==> config.mk <==
export PLATFORM = sky130hd
export DESIGN_NAME = periodic_timer_task_bank
export DESIGN_NICKNAME = d
export VERILOG_FILES = /design/src/hw/rtl/ptb_pkg.sv /design/src/hw/rtl/ptb_front.sv /design/src/hw/rtl/ptb_back.sv /design/src/hw/rtl/periodic_timer_task_bank.sv
export SDC_FILE = /design/constraint.sdc
export NUM_CORES = 1
export LEC_CHECK = 0
export BUFFER_PORTS_ARGS = -buffer_cell sky130_fd_sc_hd__buf_2
export CAP_MARGIN = 20
export CORE_MARGIN = 3
export CORE_UTILIZATION = 50
export DETAILED_ROUTE_END_ITERATION = 6
export MAX_ROUTING_LAYER = met4
export PLACE_DENSITY = 0.66
export SETUP_SLACK_MARGIN = 0.15
export SYNTH_ARGS = -nofsm -noshare
export SYNTH_HDL_FRONTEND = slang
export SYNTH_HIERARCHICAL = 1
export SYNTH_SLANG_ARGS = --single-unit
==> constraint.sdc <==
create_clock -name clk -period 7.9 [get_ports clk]
set_input_delay 0.79 -clock clk [delete_from_list [all_inputs] [get_ports clk]]
set_output_delay 0.79 -clock clk [all_outputs]
set_load 0.01 [all_outputs]
==> src/hw/rtl/ptb_pkg.sv <==
// shared types and constants of the periodic timer bank
`timescale 1ns / 1ps

package ptb_pkg;

    // defaults for the top level parameters
    localparam int NUM_TIMERS_DEF  = 8;
    localparam int COUNT_WIDTH_DEF = 32;

    // fixed field widths of the ports
    localparam int OP_W    = 2;
    localparam int INDEX_W = 6;
    localparam int LIMIT_W = 32;

    // op codes on the input word
    localparam logic [OP_W-1:0] OP_TICK  = 2'd0;
    localparam logic [OP_W-1:0] OP_START = 2'd1;
    localparam logic [OP_W-1:0] OP_STOP  = 2'd2;

    // command queue between front and back
    localparam int QPTR_W      = 1;
    localparam int QUEUE_DEPTH = 2 ** QPTR_W;

    typedef enum logic [1:0] {
        CMD_TICK  = 2'd0,
        CMD_START = 2'd1,
        CMD_STOP  = 2'd2
    } cmd_kind_t;

    // head of the command queue as seen by the back end
    typedef struct packed {
        logic      valid;
        cmd_kind_t kind;
        logic      act;
    } cmd_ctl_t;

endpackage

==> src/hw/rtl/ptb_front.sv <==
// front end: accepts words, drops no-op items, queues commands
`timescale 1ns / 1ps

module ptb_front #(
    parameter int NUM_TIMERS  = ptb_pkg::NUM_TIMERS_DEF,
    parameter int COUNT_WIDTH = ptb_pkg::COUNT_WIDTH_DEF
) (
    input  logic                                 clk,
    input  logic                                 rst_n,
    input  logic                                 start,
    input  logic [ptb_pkg::OP_W-1:0]             op,
    input  logic [ptb_pkg::INDEX_W-1:0]          timer_index,
    input  logic [ptb_pkg::LIMIT_W-1:0]          count_limit,
    input  logic                                 has_action,
    output logic                                 busy,
    output ptb_pkg::cmd_ctl_t                    cmd,
    output logic [((NUM_TIMERS > 1) ? $clog2(NUM_TIMERS) : 1)-1:0] cmd_idx,
    output logic [COUNT_WIDTH-1:0]               cmd_limit,
    input  logic                                 cmd_pop
);
    import ptb_pkg::*;

    localparam int IDX_W = (NUM_TIMERS > 1) ? $clog2(NUM_TIMERS) : 1;
    localparam int CNT_W = QPTR_W + 1;

    cmd_kind_t          kind_q [QUEUE_DEPTH];
    logic               act_q  [QUEUE_DEPTH];
    logic [IDX_W-1:0]   idx_q  [QUEUE_DEPTH];
    logic [COUNT_WIDTH-1:0] lim_q [QUEUE_DEPTH];

    logic [QPTR_W-1:0]  wr_ptr_reg, wr_ptr_next;
    logic [QPTR_W-1:0]  rd_ptr_reg, rd_ptr_next;
    logic [CNT_W-1:0]   fill_reg, fill_next;

    logic               accept;
    logic               in_range;
    logic               keep;
    logic               pop;
    cmd_kind_t          in_kind;

    // classify the incoming word
    assign accept   = start && !busy;
    assign in_range = {1'b0, timer_index} < (INDEX_W + 1)'(NUM_TIMERS);
    assign keep     = accept && ((op == OP_TICK) ||
                      (((op == OP_START) || (op == OP_STOP)) && in_range));
    assign in_kind  = (op == OP_TICK)  ? CMD_TICK :
                      (op == OP_START) ? CMD_START : CMD_STOP;

    // queue status
    assign busy = (fill_reg == CNT_W'(QUEUE_DEPTH));
    assign pop  = cmd.valid && cmd_pop;

    assign cmd.valid = (fill_reg != '0);
    assign cmd.kind  = kind_q[rd_ptr_reg];
    assign cmd.act   = act_q[rd_ptr_reg];
    assign cmd_idx   = idx_q[rd_ptr_reg];
    assign cmd_limit = lim_q[rd_ptr_reg];

    // pointer and fill updates
    always_comb
    begin
        wr_ptr_next = wr_ptr_reg;
        rd_ptr_next = rd_ptr_reg;
        fill_next   = fill_reg;
        if (keep)
        begin
            wr_ptr_next = QPTR_W'(wr_ptr_reg + 1'b1);
        end
        if (pop)
        begin
            rd_ptr_next = QPTR_W'(rd_ptr_reg + 1'b1);
        end
        if (keep && !pop)
        begin
            fill_next = CNT_W'(fill_reg + 1'b1);
        end
        else if (pop && !keep)
        begin
            fill_next = CNT_W'(fill_reg - 1'b1);
        end
    end

    always_ff @(posedge clk or negedge rst_n)
    begin
        if (!rst_n)
        begin
            wr_ptr_reg <= '0;
            rd_ptr_reg <= '0;
            fill_reg   <= '0;
        end
        else
        begin
            wr_ptr_reg <= wr_ptr_next;
            rd_ptr_reg <= rd_ptr_next;
            fill_reg   <= fill_next;
        end
    end

    // queue storage
    always_ff @(posedge clk)
    begin
        if (keep)
        begin
            kind_q[wr_ptr_reg] <= in_kind;
            act_q[wr_ptr_reg]  <= has_action;
            idx_q[wr_ptr_reg]  <= timer_index[IDX_W-1:0];
            lim_q[wr_ptr_reg]  <= COUNT_WIDTH'(count_limit);
        end
    end

endmodule

==> src/hw/rtl/ptb_back.sv <==
// back end: timer state, tick walk over the count memories, fire words
`timescale 1ns / 1ps

module ptb_back #(
    parameter int NUM_TIMERS  = ptb_pkg::NUM_TIMERS_DEF,
    parameter int COUNT_WIDTH = ptb_pkg::COUNT_WIDTH_DEF
) (
    input  logic                                 clk,
    input  logic                                 rst_n,
    input  ptb_pkg::cmd_ctl_t                    cmd,
    input  logic [((NUM_TIMERS > 1) ? $clog2(NUM_TIMERS) : 1)-1:0] cmd_idx,
    input  logic [COUNT_WIDTH-1:0]               cmd_limit,
    output logic                                 cmd_pop,
    output logic                                 strobe,
    output logic [ptb_pkg::INDEX_W-1:0]          fired_index,
    output logic                                 last
);
    import ptb_pkg::*;

    localparam int IDX_W = (NUM_TIMERS > 1) ? $clog2(NUM_TIMERS) : 1;
    localparam logic [IDX_W-1:0] LAST_IDX = IDX_W'(NUM_TIMERS - 1);

    localparam logic [1:0] S_IDLE  = 2'd0;
    localparam logic [1:0] S_WALK  = 2'd1;
    localparam logic [1:0] S_DRAIN = 2'd2;
    localparam logic [1:0] S_FINAL = 2'd3;

    // count and limit memories, guarded by the armed bits
    logic [COUNT_WIDTH-1:0] cnt_mem [NUM_TIMERS];
    logic [COUNT_WIDTH-1:0] lim_mem [NUM_TIMERS];
    logic [COUNT_WIDTH-1:0] cnt_rd_reg;
    logic [COUNT_WIDTH-1:0] lim_rd_reg;

    logic [1:0]            state_reg, state_next;
    logic [NUM_TIMERS-1:0] armed_reg, armed_next;
    logic [NUM_TIMERS-1:0] act_reg, act_next;
    logic [IDX_W-1:0]      walk_idx_reg, walk_idx_next;
    logic                  stg_vld_reg, stg_vld_next;
    logic [IDX_W-1:0]      stg_idx_reg, stg_idx_next;
    logic                  pend_vld_reg, pend_vld_next;
    logic [IDX_W-1:0]      pend_idx_reg, pend_idx_next;
    logic                  strobe_reg, strobe_next;
    logic [INDEX_W-1:0]    fired_idx_reg, fired_idx_next;
    logic                  last_reg, last_next;

    logic                  rd_en;
    logic                  start_wr;
    logic                  cnt_wr;
    logic [COUNT_WIDTH:0]  cnt_ext;
    logic                  stg_live;
    logic                  stg_fires;

    // stage after the memory read: count up and test for expiry
    assign cnt_ext   = {1'b0, cnt_rd_reg} + (COUNT_WIDTH + 1)'(1);
    assign stg_live  = stg_vld_reg && armed_reg[stg_idx_reg];
    assign cnt_wr    = stg_live && (cnt_rd_reg < lim_rd_reg);
    assign stg_fires = stg_live && act_reg[stg_idx_reg] && (cnt_ext >= {1'b0, lim_rd_reg});

    // sequencer
    always_comb
    begin
        state_next     = state_reg;
        armed_next     = armed_reg;
        act_next       = act_reg;
        walk_idx_next  = walk_idx_reg;
        stg_vld_next   = 1'b0;
        stg_idx_next   = stg_idx_reg;
        pend_vld_next  = pend_vld_reg;
        pend_idx_next  = pend_idx_reg;
        strobe_next    = 1'b0;
        fired_idx_next = fired_idx_reg;
        last_next      = 1'b0;
        rd_en          = 1'b0;
        start_wr       = 1'b0;
        cmd_pop        = 1'b0;

        unique case (state_reg)
            S_IDLE:
            begin
                if (cmd.valid)
                begin
                    cmd_pop = 1'b1;
                    unique case (cmd.kind)
                        CMD_TICK:
                        begin
                            state_next    = S_WALK;
                            walk_idx_next = '0;
                        end
                        CMD_START:
                        begin
                            start_wr            = 1'b1;
                            armed_next[cmd_idx] = 1'b1;
                            act_next[cmd_idx]   = cmd.act;
                            if ((cmd_limit == '0) && cmd.act)
                            begin
                                strobe_next    = 1'b1;
                                fired_idx_next = INDEX_W'(cmd_idx);
                                last_next      = 1'b1;
                            end
                        end
                        default:
                        begin
                            armed_next[cmd_idx] = 1'b0;
                            act_next[cmd_idx]   = 1'b0;
                        end
                    endcase
                end
            end
            S_WALK:
            begin
                rd_en        = 1'b1;
                stg_vld_next = 1'b1;
                stg_idx_next = walk_idx_reg;
                if (walk_idx_reg == LAST_IDX)
                begin
                    state_next = S_DRAIN;
                end
                else
                begin
                    walk_idx_next = IDX_W'(walk_idx_reg + 1'b1);
                end
            end
            S_DRAIN:
            begin
                state_next = S_FINAL;
            end
            default:
            begin
                // the held fire word is the final one of this tick
                if (pend_vld_reg)
                begin
                    strobe_next    = 1'b1;
                    fired_idx_next = INDEX_W'(pend_idx_reg);
                    last_next      = 1'b1;
                end
                pend_vld_next = 1'b0;
                state_next    = S_IDLE;
            end
        endcase

        // a new expiry releases the held word, which is then not the last
        if (stg_fires)
        begin
            if (pend_vld_reg)
            begin
                strobe_next    = 1'b1;
                fired_idx_next = INDEX_W'(pend_idx_reg);
                last_next      = 1'b0;
            end
            pend_vld_next = 1'b1;
            pend_idx_next = stg_idx_reg;
        end
    end

    always_ff @(posedge clk or negedge rst_n)
    begin
        if (!rst_n)
        begin
            state_reg    <= S_IDLE;
            armed_reg    <= '0;
            act_reg      <= '0;
            walk_idx_reg <= '0;
            stg_vld_reg  <= 1'b0;
            pend_vld_reg <= 1'b0;
            strobe_reg   <= 1'b0;
        end
        else
        begin
            state_reg    <= state_next;
            armed_reg    <= armed_next;
            act_reg      <= act_next;
            walk_idx_reg <= walk_idx_next;
            stg_vld_reg  <= stg_vld_next;
            pend_vld_reg <= pend_vld_next;
            strobe_reg   <= strobe_next;
        end
    end

    // payload registers
    always_ff @(posedge clk)
    begin
        stg_idx_reg   <= stg_idx_next;
        pend_idx_reg  <= pend_idx_next;
        fired_idx_reg <= fired_idx_next;
        last_reg      <= last_next;
    end

    // memory ports: one write, one registered read per cycle
    always_ff @(posedge clk)
    begin
        if (start_wr)
        begin
            lim_mem[cmd_idx] <= cmd_limit;
            cnt_mem[cmd_idx] <= '0;
        end
        else if (cnt_wr)
        begin
            cnt_mem[stg_idx_reg] <= cnt_ext[COUNT_WIDTH-1:0];
        end
        if (rd_en)
        begin
            cnt_rd_reg <= cnt_mem[walk_idx_reg];
            lim_rd_reg <= lim_mem[walk_idx_reg];
        end
    end

    assign strobe      = strobe_reg;
    assign fired_index = fired_idx_reg;
    assign last        = last_reg;

endmodule

==> src/hw/rtl/periodic_timer_task_bank.sv <==
// top level of the periodic timer bank
//
//  channel   handshake          word
//  -------   ----------------   --------------------------------------------
//  command   start / busy       op, timer_index, count_limit, has_action
//  fire      strobe (no stall)  fired_index, last
//
// start and stop are carried out in the back end as they are popped; a tick
// pops, walks the timers reading one count/limit memory entry per cycle,
// drains the read stage and then gives the final word.
// a two-word command queue sits between front and back; busy is high while
// it is full. reset clears the armed and action bits but not the count and
// limit memories, which need no clearing pass. fire words cannot be held off.
`timescale 1ns / 1ps

module periodic_timer_task_bank #(
    parameter int NUM_TIMERS  = ptb_pkg::NUM_TIMERS_DEF,
    parameter int COUNT_WIDTH = ptb_pkg::COUNT_WIDTH_DEF
) (
    input  logic                        clk,
    input  logic                        rst_n,
    input  logic                        start,
    output logic                        busy,
    input  logic [ptb_pkg::OP_W-1:0]    op,
    input  logic [ptb_pkg::INDEX_W-1:0] timer_index,
    input  logic [ptb_pkg::LIMIT_W-1:0] count_limit,
    input  logic                        has_action,
    output logic                        strobe,
    output logic [ptb_pkg::INDEX_W-1:0] fired_index,
    output logic                        last
);
    import ptb_pkg::*;

    localparam int IDX_W = (NUM_TIMERS > 1) ? $clog2(NUM_TIMERS) : 1;

    cmd_ctl_t               cmd;
    logic [IDX_W-1:0]       cmd_idx;
    logic [COUNT_WIDTH-1:0] cmd_limit;
    logic                   cmd_pop;

    // decode and queue
    ptb_front #(
        .NUM_TIMERS  (NUM_TIMERS),
        .COUNT_WIDTH (COUNT_WIDTH)
    ) u_front (
        .clk         (clk),
        .rst_n       (rst_n),
        .start       (start),
        .op          (op),
        .timer_index (timer_index),
        .count_limit (count_limit),
        .has_action  (has_action),
        .busy        (busy),
        .cmd         (cmd),
        .cmd_idx     (cmd_idx),
        .cmd_limit   (cmd_limit),
        .cmd_pop     (cmd_pop)
    );

    // timer state and fire words
    ptb_back #(
        .NUM_TIMERS  (NUM_TIMERS),
        .COUNT_WIDTH (COUNT_WIDTH)
    ) u_back (
        .clk         (clk),
        .rst_n       (rst_n),
        .cmd         (cmd),
        .cmd_idx     (cmd_idx),
        .cmd_limit   (cmd_limit),
        .cmd_pop     (cmd_pop),
        .strobe      (strobe),
        .fired_index (fired_index),
        .last        (last)
    );

endmodule

# Yosys cells after proc, flatten, opt, wreduce, memory -nomap -nowiden
# Memories as Yosys holds them, arrays and structs flattened. A register that Yosys moved wholly into a read port is not among the register bits.
# Index checks and enable logic that the tools add are counted.
dict set report op_classes {
  add_sub_neg 6
  n_lt_le_gt_ge 6
  eq_ne 12
  n_mux 55
  bitwise_logic 5
  reduce_logical 30
}
# op n
set ops {}
lappend ops {{two-way mux 6 bit} 6}
lappend ops {{adder 32 x 1 -> 33 bit (second input constant)} 1}
lappend ops {{greater-or-equal comparator 33 x 32 -> 1 bit} 1}
lappend ops {{logical NOT 32 bit} 1}
lappend ops {{< comparator 32 bit} 1}
lappend ops {{two-way mux 32 bit} 1}
lappend ops {{case mux 8 bit (2 select lines)} 2}
lappend ops {{OR reduction 32 bit} 1}
lappend ops {{two-way mux 1 bit} 27}
lappend ops {{AND 8 bit} 2}
lappend ops {{two-way mux 2 bit} 7}
lappend ops {{logical AND 1 bit} 12}
lappend ops {{two-way mux 3 bit} 4}
lappend ops {{case mux 6 bit (2 select lines)} 1}
lappend ops {{bitwise mux 8 bit} 1}
lappend ops {{< comparator 3 x 4 -> 1 bit (second input constant)} 2}
lappend ops {{NOT 8 bit} 1}
lappend ops {{bitwise OR 8 bit} 1}
lappend ops {{binary-select mux 1 bit (select 3 bit)} 2}
lappend ops {{== test 2 x 1 -> 1 bit (second input constant)} 3}
lappend ops {{== test 2 bit (second input constant)} 3}
lappend ops {{logical NOT 2 bit} 3}
lappend ops {{< comparator 6 x 4 -> 1 bit (second input constant)} 1}
lappend ops {{!= test 2 bit (second input constant)} 3}
lappend ops {{other kinds (19)} 27}
dict set report totals {
  ff_bits 41
  ram_bits 588
  in_bits 44
  output_inout_bits 9
  elab_cells 134
  memories 6
}
# name words width read_ports rd_clocked_by_memory_dff wr line_no
set mem_list {}
lappend mem_list {u_back.cnt_mem 8 32 1 1 1 ptb_back.sv:29} ;# logic [COUNT_WIDTH-1:0] cnt_mem [NUM_TIMERS];
lappend mem_list {u_back.lim_mem 8 32 1 1 1 ptb_back.sv:30} ;# logic [COUNT_WIDTH-1:0] lim_mem [NUM_TIMERS];
lappend mem_list {u_front.lim_q 2 32 1 0 1 ptb_front.sv:29} ;# logic [COUNT_WIDTH-1:0] lim_q [QUEUE_DEPTH];
lappend mem_list {u_front.idx_q 2 3 1 0 1 ptb_front.sv:28} ;# logic [IDX_W-1:0] idx_q [QUEUE_DEPTH];
lappend mem_list {u_front.kind_q 2 2 1 0 1 ptb_front.sv:26} ;# cmd_kind_t kind_q [QUEUE_DEPTH];
lappend mem_list {u_front.act_q 2 1 1 0 1 ptb_front.sv:27} ;# logic act_q [QUEUE_DEPTH];

# Depth between registers and ports, before layout
dict set report logic_depth {
  depth_word 9
  depth_mapped 15
  ltp_nobuf 15
}

# Hierarchy
# Netlist, hierarchy kept.
# module n_inst cells_per_inst area_each_um2 seq_area_each_um2
set modules_own_cells {}
lappend modules_own_cells {ptb_back 1 1304 25385.6 18217.5}
lappend modules_own_cells {ptb_front 1 144 3039.2 2382.3}

# Least setup slack after synthesis
# OpenSTA, ideal clock, no wires.
dict set report synth_path {
  path_kind {reg-to-reg}
  start {reg u_back.cnt_rd_reg[17], read port of u_back.cnt_mem}
  end {mem u_back/cnt_mem[5][0] (netlist bit), enable pin}
  setup_time_ps 472
  t_arrival_ps 4500
  t_required_ps 7428
  slack_ps 2928
  path_stages_with_launch 10
  n_path_buf 1
  synth_period_minus_slack_ps 4972
  cell_sequence {edfxtp_1 > ha_1 > a21o_1 > a21o_1 > a2111oi_2 > o21ai_1 > a21oi_4 > nand2_4 > buf_6 > o32ai_1}
}
dict set report synth_between {
  elab_chain_cells 7
  elab_cells_between_ends 8
  cone_classes {1 x order compare; 5 x mux; 2 x reduce/logical}
}
# item line_no
set synth_lines {}
lappend synth_lines {{from (decl)} ptb_back.sv:31} ;# logic [COUNT_WIDTH-1:0] cnt_rd_reg;
lappend synth_lines {{< comparator 32 bit *} ptb_back.sv:56} ;# assign cnt_wr = stg_live && (cnt_rd_reg < lim_rd_reg);
lappend synth_lines {{logical AND 1 bit *} ptb_back.sv:56}
lappend synth_lines {{two-way mux 1 bit *} ptb_back.sv:196} ;# else if (cnt_wr)
lappend synth_lines {{two-way mux 1 bit *} ptb_back.sv:191} ;# if (start_wr)
lappend synth_lines {{two-way mux 1 bit (not written as such) *} ptb_back.sv:198} ;# cnt_mem[stg_idx_reg] <= cnt_ext[COUNT_WIDTH-1:0];
lappend synth_lines {{OR reduction 32 bit (no source line)} --}
lappend synth_lines {{two-way mux 3 bit (no source line) / two-way mux 1 bit (equally long branches)} --}
lappend synth_lines {{to (decl)} ptb_back.sv:29}
# Mark *: on every way between the ends. The rest lies on a longest branch, timed or not.

# Worst setup path after layout
dict set report layout_path {
  start {reg u_back.state_reg[1]}
  end {mem u_back/cnt_mem[0][18] (netlist bit), enable pin}
}
dict set report layout_between {
  elab_chain_cells 6
  elab_cells_between_ends 9
  cone_classes {7 x mux; 2 x reduce/logical}
}
# item line_no
set layout_lines {}
lappend layout_lines {{from (decl)} ptb_back.sv:34} ;# logic [1:0] state_reg, state_next;
lappend layout_lines {{from (signal assigned)} ptb_back.sv:169} ;# state_reg <= state_next;
lappend layout_lines {{logical NOT 2 bit *} ptb_back.sv:77} ;# unique case (state_reg)
lappend layout_lines {{two-way mux 1 bit *} ptb_back.sv:77}
lappend layout_lines {{two-way mux 1 bit} ptb_back.sv:191}
lappend layout_lines {{two-way mux 1 bit (not written as such)} ptb_back.sv:198}
lappend layout_lines {{OR reduction 32 bit (no source line)} --}
lappend layout_lines {{two-way mux 3 bit (no source line) / two-way mux 1 bit (equally long branches)} --}
# Marked as above.

==> out/qor.yml <==
global_routing:
  grt_pass1_wl_um: 87800
  grt_max_degree: 74
  grt.busiest_layer: "met2"
  use_met3_pct: 3.55
  antenna_found_initial: 0
  grt.met1_usage_pct: 27.4
  grt_pass1_vias: 14300
  track_usage_pct: 20.2
  overflow: 0
  grtUsageMet2_pct: 32.2
floorplan:
  die_w_um: 244
  rows: 86
  core_um2: 55600
  dieHeight_um: 244
  io-pin-count: 53
  start_util_pct: 51.1
  die-area_um2: 59700
detailed_routing:
  initialDrtViolationCount: 1104
  drt_pass1_iterations: 5
  route.vias.total: 13700
  drc: 0
  routedWlPerCell_um: 24.2
  routed_wirelength_um: 57100
  viasPerCell: 5.84
  ant_nets: 0
placed_design:
  place_hpwl_um: 34100
  pre_cts_ws_ns: 3.78
  port-buffer-count: 52
  gp_congestion: 0.860
  dp.cells: 2224
timing:
  maxSlewViolCount: 0
  setup_violations: 0
  hold_ws_ns: 0.231
  period_share_pct: 52.3
  grt_setup_unrepaired: "false"
  skew_ns: 0.0182
  worst_pin_slew_ns: 1.01
  hold_viol: 0
  fin_setup_tns_ns: 0
  fmax_mhz: 242
  slew_headroom_pct: 32.4
  fin_crit_ns: 4.13
  fin_ws_ns: 3.77
logic_synthesis:
  synth.distinct_cells: 74
  ys_seq_area_share_pct: 72.5
  postSynthNetCount: 1566
  netlist_area_um2: 28400
  synth-seq-cells: 693
  ys.flop_type: "edfxtp_1"
  synthCells: 1448
  synth_warnings: 6
  synth_area_per_cell_um2: 19.6
  synth_edf_count: 658
  async_flop_share_pct: 4.04
finish:
  multiInputGateArea_um2: 7580
  instances_no_fill: 2356
  fillers: 4109
  largestRegisters: "u_back/cnt_mem x256, u_back/lim_mem x256, u_front/lim_q x64"
  drive_above_1_share_pct: 29.5
  final_common_cell: "edfxtp_1"
  fin_nets: 1669
  fin_util_pct: 57.8
  final_cell_mix: "edfxtp_1, mux4_2, mux2_2"
  area_growth_pct: 13.1
  seqCellArea_um2: 20600
clocking:
  post_cts_resized: 0
  htreeDepth: 3
  clk_latency_ns: 0.61
  cts_setup_buffers: 0
  cts_hold_buf: 0
  clk_path_buf_depth: 3
  cts_buffers: 72
  cts_tree: "yes"
  path_clk_slew_ns: 0.06
  cts-root-buf: "clkbuf_16"
  cts.sinks: 693
critical_path:
  crit_path_max_fanout: 33
  slowest_stage: "nor3b_1"
  reg2regPathDepth: 10
  critPathMaxStageDelay_ns: 0.67
  reg2reg_slack_ns: 3.77
  r2r_start: "u_back/state_reg[1]"
  reg2reg_to: "u_back/cnt_mem[0][18]"
  path_class: "reg -> reg"
  end_kind: "flop"
  crit_required_ns: 8.13
  crit_path_cell_trace: "inv_1 -> ha_1 -> nand2_1 -> nor3b_1 -> nand2b_1 -> nor3_2 -> buf_4 -> inv_1 -> o41ai_4 -> buf_4"
  worstPathArrival_ns: 4.37
  startpoint_type: "flop"
pwr:
  peakVddDrop_uv: 233
  leakage_nw: 10.8
  powerDensity_nw_per_um2: 341
worst_hold_path:
  hp-class: "in -> async"
outcome:
  status: "finished clean"
run:
  max-cap-violations: 0
-- routing by layer --
| layer | share of wire [%] | up-vias |
|---|---|---|
| met2 | 49 | 359 |
| met5 | 0 | - |
| met4 | 2.4 | 0 |
| met3 | 4.9 | 89 |
| li1 | - | 6079 |
| met1 | 44 | 7221 |
-- power by group --
part	internal (mW)	switching, mW	total [mW]
registers	4.67	0.298	4.96
clock network	1.90	1.36	3.26
logic	1.20	1.54	2.74
-- metrics by stage --
stage	power, mW	instance area (um^2)
final	11.0	32100
after global routing	11.5	32100
after CTS	11.1	32100
after detailed placement	7.79	29800
after global placement	7.72	29800
after floorplan	6.91	28400
-- cell usage after synthesis, types with 12 or more instances --
master | number | area (um^2)
inv_1 | 56 | 210
nand4_1 | 20 | 125
ha_1 | 74 | 926
buf_2 | 14 | 70.1
nand2_1 | 32 | 120
edfxtp_1 | 658 | 19800
xnor2_1 | 22 | 193
o21ai_0 | 20 | 100
nand3_1 | 19 | 95.1
a21oi_1 | 20 | 100
nor2_1 | 44 | 165
dfrtp_1 | 28 | 701
a21o_1 | 14 | 105
mux4_2 | 130 | 2930
and3_1 | 26 | 163
mux2_2 | 102 | 1150
clkbuf_1 | 26 | 97.6
xor2_1 | 12 | 105
-- critical path: cells and delay by family (launching register included) --
| family | cells | cell delay, ns |
|---|---|---|
| AND/OR/NAND/NOR | 4 | 1.65 |
| buffers and inverters | 4 | 1.34 |
| flip-flops | 1 | 0.40 |
| adder cells (fa/ha/maj) | 1 | 0.27 |
| AO/OA/AOI/OAI | 1 | 0.08 |
-- how the worst max path moves through the flow --
stage	end	from	slack, ns
6_report	u_back/cnt_mem[0][18]	u_back/state_reg[1]	3.77
5_1_grt	u_back/cnt_mem[0][17]	u_back/state_reg[0]	3.61
4_1_cts	u_back/cnt_mem[0][4]	u_back/state_reg[1]	3.77
3_5_place_dp	u_back/cnt_mem[0][4]	u_back/state_reg[1]	3.78
3_3_place_gp	u_back/cnt_mem[0][4]	u_back/state_reg[1]	3.81
2_1_floorplan	u_back/cnt_mem[5][0]	u_back/cnt_rd_reg[17]	2.93
-- area by class of cell --
class	instances	share of cell area (%)
sequential	693	64.1
multi-input combinational	649	23.6
clock buffer	96	6.14
tap	748	2.91
timing repair buffer	79	1.58
clock inverter	34	0.993
inverter	56	0.654
antenna	1	0.00779
-- cell families (layout without fill, tap and decap cells) --
| group | count (synthesis) | count (layout) | share of synthesized area (%) |
|---|---|---|---|
| mux | 245 | 245 | 15.1 |
| xor+xnor | 35 | 35 | 1.10 |
| fa+ha+maj | 74 | 74 | 3.26 |
| simple gates | 200 | 200 | 3.98 |
| flops | 693 | 693 | 72.5 |
| compound gates | 95 | 95 | 2.55 |
| buf+inv | 106 | 265 | 1.54 |
| other cells | 0 | 1 | 0 |
Note: power is estimated with default switching activity, not from simulation.
